--- config.mk ---
export PLATFORM = sky130hd
export DESIGN_NAME = five_key_debouncer
export DESIGN_NICKNAME = d
export VERILOG_FILES = /design/src/hdl/fkd_pkg.sv /design/src/hdl/fkd_cfg.sv /design/src/hdl/fkd_core.sv /design/src/hdl/fkd_emit.sv /design/src/hdl/five_key_debouncer.sv
export SDC_FILE = /design/constraint.sdc
export NUM_CORES = 1
export LEC_CHECK = 0
export ABC_AREA = 1
export BUFFER_PORTS_ARGS = -buffer_cell sky130_fd_sc_hd__clkbuf_2
export CAP_MARGIN = 10
export CORE_AREA = 3 3 251 253
export CTS_BUF_LIST = sky130_fd_sc_hd__clkbuf_4
export CTS_CLUSTER_SIZE = 25
export DETAILED_ROUTE_END_ITERATION = 6
export DIE_AREA = 0 0 254 256
export HOLD_SLACK_MARGIN = 0.03
export PLACE_DENSITY = 0.63
export SLEW_MARGIN = 40
export SYNTH_ARGS = -nofsm -noshare
export SYNTH_HDL_FRONTEND = slang
export SYNTH_HIERARCHICAL = 1
export SYNTH_SLANG_ARGS = --single-unit
export TNS_END_PERCENT = 1
--- constraint.sdc ---
create_clock -name i_clk -period 15.87 [get_ports i_clk]
set_input_delay 2.3805 -clock i_clk [delete_from_list [all_inputs] [get_ports i_clk]]
set_output_delay 2.3805 -clock i_clk [all_outputs]
set_load 0.01 [all_outputs]
--- src/hdl/fkd_pkg.sv ---
`timescale 1ns / 1ps

package fkd_pkg;

    localparam int KEY_COUNT = 5;
    localparam int PIN_COUNT = 4;
    localparam int OK_KEY = 4;

    localparam int KEY_IDX_W = 3;
    localparam int PIN_W = 4;
    localparam int LEVEL_W = 12;
    localparam int TIME_W = 32;
    localparam int DEB_W = 16;
    localparam int THR_W = 12;

    localparam int APB_ADDR_W = 3;
    localparam int APB_DATA_W = 32;

    localparam logic [DEB_W-1:0] DEB_RESET = DEB_W'(50);
    localparam logic [THR_W-1:0] THR_RESET = THR_W'(100);
    localparam logic [KEY_COUNT-1:0] RAW_RESET = KEY_COUNT'(1) << OK_KEY;

    typedef enum logic {
        t_REG_DEBOUNCE = 1'b0,
        t_REG_THRESHOLD = 1'b1
    } t_reg_idx;

    typedef struct packed {
        logic [DEB_W-1:0] debounce_ms;
        logic [THR_W-1:0] ok_threshold;
    } t_cfg;

    typedef struct packed {
        logic load;
        logic [KEY_COUNT-1:0] mask;
        logic [KEY_COUNT-1:0] state;
    } t_evt;

endpackage

--- src/hdl/fkd_cfg.sv ---
`timescale 1ns / 1ps

module fkd_cfg import fkd_pkg::*; (
    input  logic                  i_clk,
    input  logic                  i_rst_n,
    input  logic                  psel,
    input  logic                  penable,
    input  logic                  pwrite,
    input  logic [APB_ADDR_W-1:0] paddr,
    input  logic [APB_DATA_W-1:0] pwdata,
    output logic [APB_DATA_W-1:0] prdata,
    output logic                  pready,
    output t_cfg                  o_cfg
);

    t_cfg     r_cfg;
    t_reg_idx w_idx;
    logic     w_wr;

    assign w_idx = t_reg_idx'(paddr[2]);
    assign w_wr = psel && penable && pwrite;
    assign pready = 1'b1;
    assign o_cfg = r_cfg;

    always_ff @(posedge i_clk) begin
        if (!i_rst_n) begin
            r_cfg.debounce_ms <= DEB_RESET;
            r_cfg.ok_threshold <= THR_RESET;
        end else if (w_wr) begin
            unique case (w_idx)
                t_REG_DEBOUNCE:  r_cfg.debounce_ms <= pwdata[DEB_W-1:0];
                t_REG_THRESHOLD: r_cfg.ok_threshold <= pwdata[THR_W-1:0];
                default: ;
            endcase
        end
    end

    always_comb begin
        unique case (w_idx)
            t_REG_DEBOUNCE:  prdata = APB_DATA_W'(r_cfg.debounce_ms);
            t_REG_THRESHOLD: prdata = APB_DATA_W'(r_cfg.ok_threshold);
            default:         prdata = '0;
        endcase
    end

endmodule

--- src/hdl/fkd_core.sv ---
`timescale 1ns / 1ps

module fkd_core import fkd_pkg::*; (
    input  logic               i_clk,
    input  logic               i_rst_n,
    input  t_cfg               i_cfg,
    input  logic               i_in_valid,
    output logic               o_in_stall,
    input  logic [PIN_W-1:0]   i_pin_levels,
    input  logic [LEVEL_W-1:0] i_ok_level,
    input  logic [TIME_W-1:0]  i_now_ms,
    input  logic               i_emit_ready,
    output t_evt               o_evt
);

    logic                 r_in_vld;
    logic [PIN_W-1:0]     r_pins;
    logic [LEVEL_W-1:0]   r_level;
    logic [TIME_W-1:0]    r_now;

    logic [KEY_COUNT-1:0] r_raw;
    logic [KEY_COUNT-1:0] r_stable;
    logic [TIME_W-1:0]    r_chg [KEY_COUNT];

    logic [KEY_COUNT-1:0] w_sample;
    logic [KEY_COUNT-1:0] w_fire;
    logic [KEY_COUNT-1:0] n_stable;
    logic [TIME_W-1:0]    n_chg [KEY_COUNT];
    logic [TIME_W-1:0]    w_elapsed [KEY_COUNT];
    logic                 w_step;
    logic                 w_accept;

    assign w_step = r_in_vld && i_emit_ready;
    assign o_in_stall = r_in_vld && !i_emit_ready;
    assign w_accept = i_in_valid && !o_in_stall;

    always_comb begin
        for (int k = 0; k < KEY_COUNT; k++) begin
            if (k < PIN_COUNT) begin
                w_sample[k] = !r_pins[k % PIN_COUNT];
            end else if (k == OK_KEY) begin
                w_sample[k] = (r_level > i_cfg.ok_threshold);
            end else begin
                w_sample[k] = 1'b0;
            end
            n_chg[k] = (r_raw[k] != w_sample[k]) ? r_now : r_chg[k];
            w_elapsed[k] = r_now - n_chg[k];
            w_fire[k] = (n_chg[k] != '0) &&
                        (w_elapsed[k] > TIME_W'(i_cfg.debounce_ms)) &&
                        (r_stable[k] != w_sample[k]);
            n_stable[k] = w_fire[k] ? w_sample[k] : r_stable[k];
        end
    end

    assign o_evt.load = w_step && (|w_fire);
    assign o_evt.mask = w_fire;
    assign o_evt.state = n_stable;

    always_ff @(posedge i_clk) begin
        if (!i_rst_n) begin
            r_in_vld <= 1'b0;
            r_stable <= '0;
            r_raw <= RAW_RESET;
            for (int k = 0; k < KEY_COUNT; k++) begin
                r_chg[k] <= '0;
            end
        end else begin
            r_in_vld <= w_accept || (r_in_vld && !w_step);
            if (w_step) begin
                r_raw <= w_sample;
                r_stable <= n_stable;
                for (int k = 0; k < KEY_COUNT; k++) begin
                    r_chg[k] <= n_chg[k];
                end
            end
        end
    end

    always_ff @(posedge i_clk) begin
        if (w_accept) begin
            r_pins <= i_pin_levels;
            r_level <= i_ok_level;
            r_now <= i_now_ms;
        end
    end

endmodule

--- src/hdl/fkd_emit.sv ---
`timescale 1ns / 1ps

module fkd_emit import fkd_pkg::*; (
    input  logic                 i_clk,
    input  logic                 i_rst_n,
    input  t_evt                 i_evt,
    output logic                 o_ready,
    output logic                 o_out_valid,
    input  logic                 i_out_stall,
    output logic [KEY_IDX_W-1:0] o_key_index,
    output logic                 o_pressed,
    output logic                 o_last
);

    logic [KEY_COUNT-1:0] r_mask;
    logic [KEY_COUNT-1:0] r_state;
    logic                 r_out_vld;
    logic [KEY_IDX_W-1:0] r_key;
    logic                 r_pressed;
    logic                 r_last;

    logic [KEY_COUNT-1:0] w_low;
    logic [KEY_COUNT-1:0] w_mask_after;
    logic [KEY_IDX_W-1:0] w_idx;
    logic                 w_found;
    logic                 w_out_free;
    logic                 w_pop;

    assign w_out_free = !r_out_vld || !i_out_stall;
    assign w_pop = (|r_mask) && w_out_free;
    assign w_low = r_mask & (~r_mask + KEY_COUNT'(1));
    assign w_mask_after = w_pop ? (r_mask & ~w_low) : r_mask;
    assign o_ready = (w_mask_after == '0);

    always_comb begin
        w_idx = '0;
        w_found = 1'b0;
        for (int k = 0; k < KEY_COUNT; k++) begin
            if (!w_found && r_mask[k]) begin
                w_idx = KEY_IDX_W'(k);
                w_found = 1'b1;
            end
        end
    end

    always_ff @(posedge i_clk) begin
        if (!i_rst_n) begin
            r_mask <= '0;
            r_out_vld <= 1'b0;
        end else begin
            if (i_evt.load) begin
                r_mask <= i_evt.mask;
            end else begin
                r_mask <= w_mask_after;
            end
            if (w_pop) begin
                r_out_vld <= 1'b1;
            end else if (w_out_free) begin
                r_out_vld <= 1'b0;
            end
        end
    end

    always_ff @(posedge i_clk) begin
        if (i_evt.load) begin
            r_state <= i_evt.state;
        end
        if (w_pop) begin
            r_key <= w_idx;
            r_pressed <= r_state[w_idx];
            r_last <= (w_mask_after == '0);
        end
    end

    assign o_out_valid = r_out_vld;
    assign o_key_index = r_key;
    assign o_pressed = r_pressed;
    assign o_last = r_last;

`ifndef SYNTHESIS
    a_load_when_empty: assert property (@(posedge i_clk) disable iff (!i_rst_n)
        i_evt.load |-> (w_mask_after == '0))
        else $error("An item was loaded while events were still pending.");

    a_load_not_empty: assert property (@(posedge i_clk) disable iff (!i_rst_n)
        i_evt.load |-> (|i_evt.mask))
        else $error("An item with no events was loaded.");

    a_more_follow: assert property (@(posedge i_clk) disable iff (!i_rst_n)
        (r_out_vld && !r_last) |-> (|r_mask))
        else $error("An event without the last flag has no successor.");

    a_key_range: assert property (@(posedge i_clk) disable iff (!i_rst_n)
        r_out_vld |-> (32'(r_key) < 32'(KEY_COUNT)))
        else $error("Key index is out of range.");
`endif

endmodule

--- src/hdl/five_key_debouncer.sv ---
`timescale 1ns / 1ps

// Debouncer for four active-low pin keys and one analog key.
// The input channel takes one sample tick per item: pin levels, the analog
// level and the current millisecond time. The output channel gives one item
// per stable key change, in key order, with the last flag set on the final
// item caused by a tick. A tick that causes no change gives no output item.
// Both channels use valid and stall; an item moves when valid is high and
// stall is low. The APB port sets the debounce time and the analog
// threshold, and should be written only while the block is idle.
// The first event of a tick passes the input register, the serializer mask
// and the output register. A tick with several events holds the serializer
// until all have left, since the single output register carries one event
// per cycle if not stalled; ticks of zero or one event enter every cycle.
// When the receiver stalls, the output item holds, pending events wait in
// the serializer, and input stall rises once the input register is full.
// Reset clears all keys to released, marks every key as never changed and
// restores the register defaults of 50 ms and a threshold of 100.

module five_key_debouncer import fkd_pkg::*; (
    input  logic                  i_clk,
    input  logic                  i_rst_n,
    input  logic                  i_in_valid,
    output logic                  o_in_stall,
    input  logic [PIN_W-1:0]      i_pin_levels,
    input  logic [LEVEL_W-1:0]    i_ok_level,
    input  logic [TIME_W-1:0]     i_now_ms,
    output logic                  o_out_valid,
    input  logic                  i_out_stall,
    output logic [KEY_IDX_W-1:0]  o_key_index,
    output logic                  o_pressed,
    output logic                  o_last,
    input  logic                  psel,
    input  logic                  penable,
    input  logic                  pwrite,
    input  logic [APB_ADDR_W-1:0] paddr,
    input  logic [APB_DATA_W-1:0] pwdata,
    output logic [APB_DATA_W-1:0] prdata,
    output logic                  pready
);

    t_cfg w_cfg;
    t_evt w_evt;
    logic w_emit_ready;

    fkd_cfg u_cfg (
        .i_clk   (i_clk),
        .i_rst_n (i_rst_n),
        .psel    (psel),
        .penable (penable),
        .pwrite  (pwrite),
        .paddr   (paddr),
        .pwdata  (pwdata),
        .prdata  (prdata),
        .pready  (pready),
        .o_cfg   (w_cfg)
    );

    fkd_core u_core (
        .i_clk        (i_clk),
        .i_rst_n      (i_rst_n),
        .i_cfg        (w_cfg),
        .i_in_valid   (i_in_valid),
        .o_in_stall   (o_in_stall),
        .i_pin_levels (i_pin_levels),
        .i_ok_level   (i_ok_level),
        .i_now_ms     (i_now_ms),
        .i_emit_ready (w_emit_ready),
        .o_evt        (w_evt)
    );

    fkd_emit u_emit (
        .i_clk       (i_clk),
        .i_rst_n     (i_rst_n),
        .i_evt       (w_evt),
        .o_ready     (w_emit_ready),
        .o_out_valid (o_out_valid),
        .i_out_stall (i_out_stall),
        .o_key_index (o_key_index),
        .o_pressed   (o_pressed),
        .o_last      (o_last)
    );

endmodule
==> reports/qor.csv, run 1 <==
metric,value,unit
Fin Clk Skew,0.06841,ns
vias per inst,5.215,
max-cap viol count,0,
Post-Route WL,68.35,mm
final worst path period need,7.227,ns
# IOs,130,
setup TNS,0,ns
initial antenna violation count,1,
Synth Register Bits,263,
sequential power share,0.190,
GPL Wtd Cong,0.9267,
setup ws final,8.643,ns
TritonRoute pass-1 iters,6,
"EDFF count, synth",218,
Worst Path Required,16.55,ns
routed length per instance,16.56,um
Final Cycle Share,0.4554,
Layout Nets,3606,
CP max-delay cell,o21ai_0,
CTS Buf Count,80,
WP data arrival,7.91,ns
worst-path fanout max,37,
slowest cell delay on critical path,0.58,ns
initial core utilization,0.3763,
P_int,2835,uW
FP Rows,91,
"most common cell after layout, fill and taps aside",nand2_1,
Max VDD drop,100.3,uV
post-DP HPWL,54.40,mm
worst min path class,reg -> reg,
Layout Utilization,0.4132,
placed inst area,24290,sq um
via count,21520,
Root Driver,clkbuf_4,
Static Leak,0.01161,uW
worst-margin pin slew,0.8079,ns
chip width,254,um
Post-CTS Setup Bufs,0,
largest net degree at the start of global routing,98,
status,completed,
WHS,0.4829,ns
ys async rst share,0,
Syn Area/Cell,7.315,sq um
"most used cell, CP",nand2_1,
most frequent cells in the layout,"nand2_1, nor2_1, inv_1",
GRT Residual Overflow,0,
full die area,65020,sq um
Area Growth Syn to Fin,9.798,%
Max-Slew Margin vs Limit,0.4564,
PD cells,234.5,nW/um^2
core area,61260,sq um
FMAX,138.4,MHz
Setup CP Type,reg -> reg,
DRC viols,0,
Main synth FF type,edfxtp_1,
Logic pwr share,0.696,
vias in the first global route,20810,
Crit. End Element,flop,
share of power burned in the clock network,0.114,
Post-Synthesis Cells,3151,
post-synth cell types,53,
final hold violations,0,
unrepaired setup endpoints after global routing,no,
first-pass GRT wire length,106.8,mm
total track usage,0.2079,
# H-tree levels,3,
Ys Warns,6,
Die Ht,256,um
PostCTS Resize Cnt,0,
"Reg clk slew, reported paths",0.06,ns
final setup fails,0,
Starting DRT DRC Count,1322,
Worst-Skew Late Latency,0.84,ns
register area share after synthesis,0.3231,
switching share of power,0.5222,
Sink Count,263,
Slew Limit Fails,0,
Final ANT Viol Nets,0,
hold buffer count at CTS,0,
ratio of cells with drive above 1 in the final layout,0.09353,
Post-Place Worst Slack,8.720,ns
CTS Buffer Depth,3,
Worst R2R Setup Slack,8.64,ns
CTS tree,built,
final instance area,25310,sq um
Buffers on Ports,94,
Worst setup SP type,flop,
P_sw,3099,uW
"Cell Area, Synth",23050,sq um
final cells by class:
type	count	area (sq um)
flip-flops and latches	263	7447
multi-input cells	2429	13770
fillers	6444	35950
repair buffers	107	594.3
clock buffers	115	863.3
inverters	394	1494
diodes	1	2.502
clock inverters	28	153.9
well taps	790	988.4
power groups by stage:
| stage | sequential (uW) | clock (uW) | combinational, uW |
|---|---|---|---|
| after global routing | 1150 | 742 | 4720 |
| final | 1130 | 678 | 4130 |
| after CTS | 1130 | 707 | 4100 |
| after global placement | 1130 | 0 | 4030 |
| after detailed placement | 1140 | 0 | 4080 |
| after floorplan | 1120 | 0 | 3170 |
routing by layer:
metal / wire length (um) / global-route usage / part of all wire
met1: 30250 / 0.2667 / 0.44
met2: 31960 / 0.3496 / 0.47
met3: 3533 / 0.02469 / 0.052
met4: 2616 / 0.09430 / 0.038
met5: 0 / 0 / 0
flip-flops by register name, indices dropped and copies added, names as in the netlist, 3 cells and up:
| register | count |
|---|---|
| u_cfg/o_cfg | 28 |
| u_core/r_chg | 160 |
| u_core/r_now | 32 |
| u_emit/r_state | 5 |
| u_core/r_raw | 5 |
| u_emit/o_key_index | 3 |
| u_core/r_level | 12 |
| u_emit/r_mask | 5 |
| u_core/r_stable | 5 |
| u_core/r_pins | 4 |
kinds of logic after synthesis:
group                      after synthesis  synth area share
xor gates and xnor gates               126           0.04788
other                                    2         0.0003258
and+or+nand+nor                       1440            0.2709
buffers and inverters                  474           0.08294
DFF                                    263            0.3231
adders and majority gates              241            0.1321
AOI/OAI and AO/OA                      605            0.1428
critical path, delay by kind of cell (launching register included):
family	cells	cell delay (ns)
AO/OA/AOI/OAI	7	1.84
flip-flops	1	0.35
buffers and inverters	5	0.89
XOR/XNOR	1	0.16
adder cells (fa/ha/maj)	3	1.03
AND/OR/NAND/NOR	19	2.81
worst paths after layout:
| path | start | endpoint | depth (start not counted) |
|---|---|---|---|
| worst max-delay path | u_cfg/o_cfg[11] | u_emit/r_mask[1] | 35 |
| worst max register to register | u_cfg/o_cfg[11] | u_emit/r_mask[1] | 35 |
| worst min register to register | u_cfg/o_cfg[16] | u_cfg/o_cfg[16] | 2 |
| worst min-delay path | u_cfg/o_cfg[16] | u_cfg/o_cfg[16] | 2 |
cell usage after synthesis, types with 6 or more instances:
cell | count | area share
o21a_1 | 7 | 0.0023
clkbuf_1 | 48 | 0.0078
a21oi_1 | 231 | 0.050
buf_4 | 20 | 0.0065
a21o_1 | 11 | 0.0036
a21boi_0 | 7 | 0.0023
inv_1 | 385 | 0.063
buf_2 | 7 | 0.0015
xnor2_1 | 58 | 0.022
nand2_2 | 19 | 0.0052
or2_2 | 6 | 0.0016
nand2_1 | 695 | 0.11
nor2_2 | 7 | 0.0019
xor2_1 | 68 | 0.026
nand4_1 | 78 | 0.021
a31oi_1 | 13 | 0.0035
o22ai_1 | 7 | 0.0019
o221ai_1 | 6 | 0.0023
edfxtp_1 | 218 | 0.28
nor4_1 | 20 | 0.0054
o21ai_0 | 249 | 0.054
o211ai_1 | 18 | 0.0059
nand3_2 | 18 | 0.0078
nor3_1 | 48 | 0.010
o21ai_1 | 18 | 0.0039
nand3_1 | 132 | 0.029
ha_1 | 237 | 0.13
o21bai_1 | 20 | 0.0065
a211oi_1 | 6 | 0.0020
nor2_1 | 390 | 0.064
dfxtp_1 | 45 | 0.039
metrics by stage:
stage / total power, uW / instances
3_3_place_gp: 5161 / 3982
5_1_grt: 6613 / 4127
3_5_place_dp: 5222 / 3983
6_report: 5934 / 4127
2_1_floorplan: 4292 / 3166
4_1_cts: 5935 / 4126
Power figures use the tool's default switching activity.
==> run 2, diff against run 1 <==
Settings changed: ABC_AREA 1 to 0, CORE_AREA 3 3 251 253 to 3 3 253 255, DIE_AREA 0 0 254 256 to 0 0 256 258.
Clock period 15.87 ns to 7.5 ns, I/O delays scaled along.
==> run 2 against run 1 <==
Effect of this change:
- critical path depth is 4 lower
- combinational power is 39% lower
- count of clock-buffer cells in the layout is 5 lower
- fmax hardly changed
- die area is 1.6% higher
- cell count is 9.8% lower
- sequential share of layout area is 1.3 points lower
- wire length is 17% higher
- cell area is 4.7% higher
- clock skew is 0.019 ns higher
- hold slack worse by 0.0072 ns
- via count is 1.8% higher
- largest cell class unchanged
==> reports/qor.csv, run 2 <==
metric,value,unit
Max-Slew Margin vs Limit,0.3664,
Slew Limit Fails,0,
Worst-Skew Late Latency,0.82,ns
"EDFF count, synth",218,
Synth area leaders,"edfxtp_1, ha_1, mux2i_1, nor2_1, a21oi_1",
slowest cell delay on critical path,0.41,ns
vias per inst,5.883,
worst-path fanout max,5,
Crit. End Element,flop,
final setup fails,0,
max-cap viol count,0,
Max VDD drop,85.64,uV
Post-Place Worst Slack,-0.01101,ns
CTS Buffer Depth,3,
via count,21910,
Worst Path Required,8.18,ns
Reg with most FFs,u_core/r_chg,
# IOs,130,
area of the multi-input gates,15450,sq um
# H-tree levels,3,
Syn Area/Cell,8.789,sq um
worst-margin pin slew,0.9504,ns
most frequent cells in the layout,"nor2_1, ha_1, a21oi_1",
Static Leak,0.01082,uW
final worst path period need,7.229,ns
Final Cycle Share,0.9639,
Worst setup SP type,flop,
initial antenna violation count,1,
Die Ht,258,um
HP Start,u_cfg/o_cfg[10],
GRT Residual Overflow,0,
"Reg clk slew, reported paths",0.06,ns
Post-Route WL,79.93,mm
Buffers on Ports,94,
register area share after synthesis,0.3170,
Starting DRT DRC Count,1940,
Post-Synthesis Cells,2673,
worst min path class,reg -> reg,
unrepaired setup endpoints after global routing,no,
core area,61830,sq um
P_sw,2251,uW
"most common cell after layout, fill and taps aside",nor2_1,
Fin Clk Skew,0.08777,ns
Ys Warns,6,
P_int,3429,uW
first-pass GRT wire length,120.8,mm
RR Startpoint,u_core/r_level[1],
Synth top area share,0.2786,
final instance area,26510,sq um
Area Growth Syn to Fin,12.82,%
crit path from,u_core/r_level[1],
top-count cell post-synth,nor2_1,
Final ANT Viol Nets,0,
Logic pwr share,0.443,
largest area contributor in the netlist,edfxtp_1,
placed inst area,25220,sq um
Setup CP Type,reg -> reg,
Post-synth top cells,"nor2_1, ha_1, a21oi_1, edfxtp_1, nand2_1",
CTS tree,built,
sequential power share,0.310,
setup ws final,0.2710,ns
ys async rst share,0,
Filler Cells Inserted,6103,
GPL Wtd Cong,0.9267,
share of power burned in the clock network,0.247,
max reg flops,160,
vias in the first global route,20860,
CTS Buf Count,76,
"most used cell, CP",maj3_2,
PD cells,214.3,nW/um^2
TritonRoute pass-1 iters,6,
largest net degree at the start of global routing,97,
Root Driver,clkbuf_4,
FP Rows,91,
total track usage,0.2324,
CP max-delay cell,edfxtp_1,
Main synth FF type,edfxtp_1,
register area,7453,sq um
hold buffer count at CTS,0,
Layout Utilization,0.4287,
Sink Count,263,
status,completed,
post-synth cell types,96,
WP data arrival,7.91,ns
Synth Register Bits,263,
Layout Nets,3162,
ratio of cells with drive above 1 in the final layout,0.1424,
setup TNS,0,ns
initial core utilization,0.3800,
chip width,256,um
final hold violations,0,
switching share of power,0.3964,
"Cell Area, Synth",23490,sq um
DRC viols,0,
FMAX,138.3,MHz
post-DP HPWL,58.78,mm
full die area,66050,sq um
routed length per instance,21.46,um
run 2: final timing paths:
kind	end	slack, ns	depth (start not counted)
worst max-delay path	u_emit/r_mask[2]	0.27	31
worst min-delay path	u_cfg/o_cfg[10]	0.48	2
worst max register to register	u_emit/r_mask[2]	0.27	31
worst min register to register	u_cfg/o_cfg[10]	0.48	2
run 2: cell type report:
class                   instances  area share
diodes                          1  0.00009441
well taps                     837     0.03951
inverters                      92     0.01317
clock buffers                 110     0.03116
flip-flops and latches        263      0.2812
clock inverters                23    0.005995
multi-input cells            2209      0.5830
repair buffers                189     0.04584
run 2: power by group through the flow:
stage | Clock (uW) | Sequential [uW] | Combinational (uW)
finish | 1400 | 1760 | 2520
global route | 1520 | 1770 | 2780
CTS | 1450 | 1760 | 2450
detailed placement | 0 | 1790 | 2430
global placement | 0 | 1790 | 2360
floorplan | 0 | 1770 | 1800
run 2: routing by layer:
layer | GRT usage | part of all wire
met5 | 0 | 0
met3 | 0.03060 | 0.058
met4 | 0.1004 | 0.040
met2 | 0.3890 | 0.47
met1 | 0.3014 | 0.43
run 2: through the flow:
step	hold slack, ns	instances	power [uW]
4_1_cts	0.3918	3708	5649
2_1_floorplan	0.4432	2688	3570
3_3_place_gp	0.4561	3573	4145
3_5_place_dp	0.4639	3574	4216
5_1_grt	0.4397	3724	6073
6_report	0.4757	3724	5680
run 2: logic make-up after synthesis:
family                   synth area share
XOR/XNOR                          0.04058
AO/OA/AOI/OAI                      0.1926
other                           0.0003197
buffers and inverters             0.03968
flip-flops                         0.3170
adder cells (fa/ha/maj)            0.1356
AND/OR/NAND/NOR                    0.1948
multiplexers                      0.07951
run 2: critical path: cells and delay by family (launching register included):
kind,cells,cell delay [ns]
fa+ha+maj,7,2.11
buf+inv,1,0.12
simple gates,10,2.10
compound gates,10,1.77
mux,1,0.26
xor+xnor,2,0.34
flops,1,0.41
run 2: what timing repair did:
item                                    CTS  global route
pin swaps                                 3            26
setup buffers                             1            14
gates resized for setup                   1            41
gates cloned                              0             1
hold endpoints to repair                  0             0
endpoints found under the setup margin    3            10
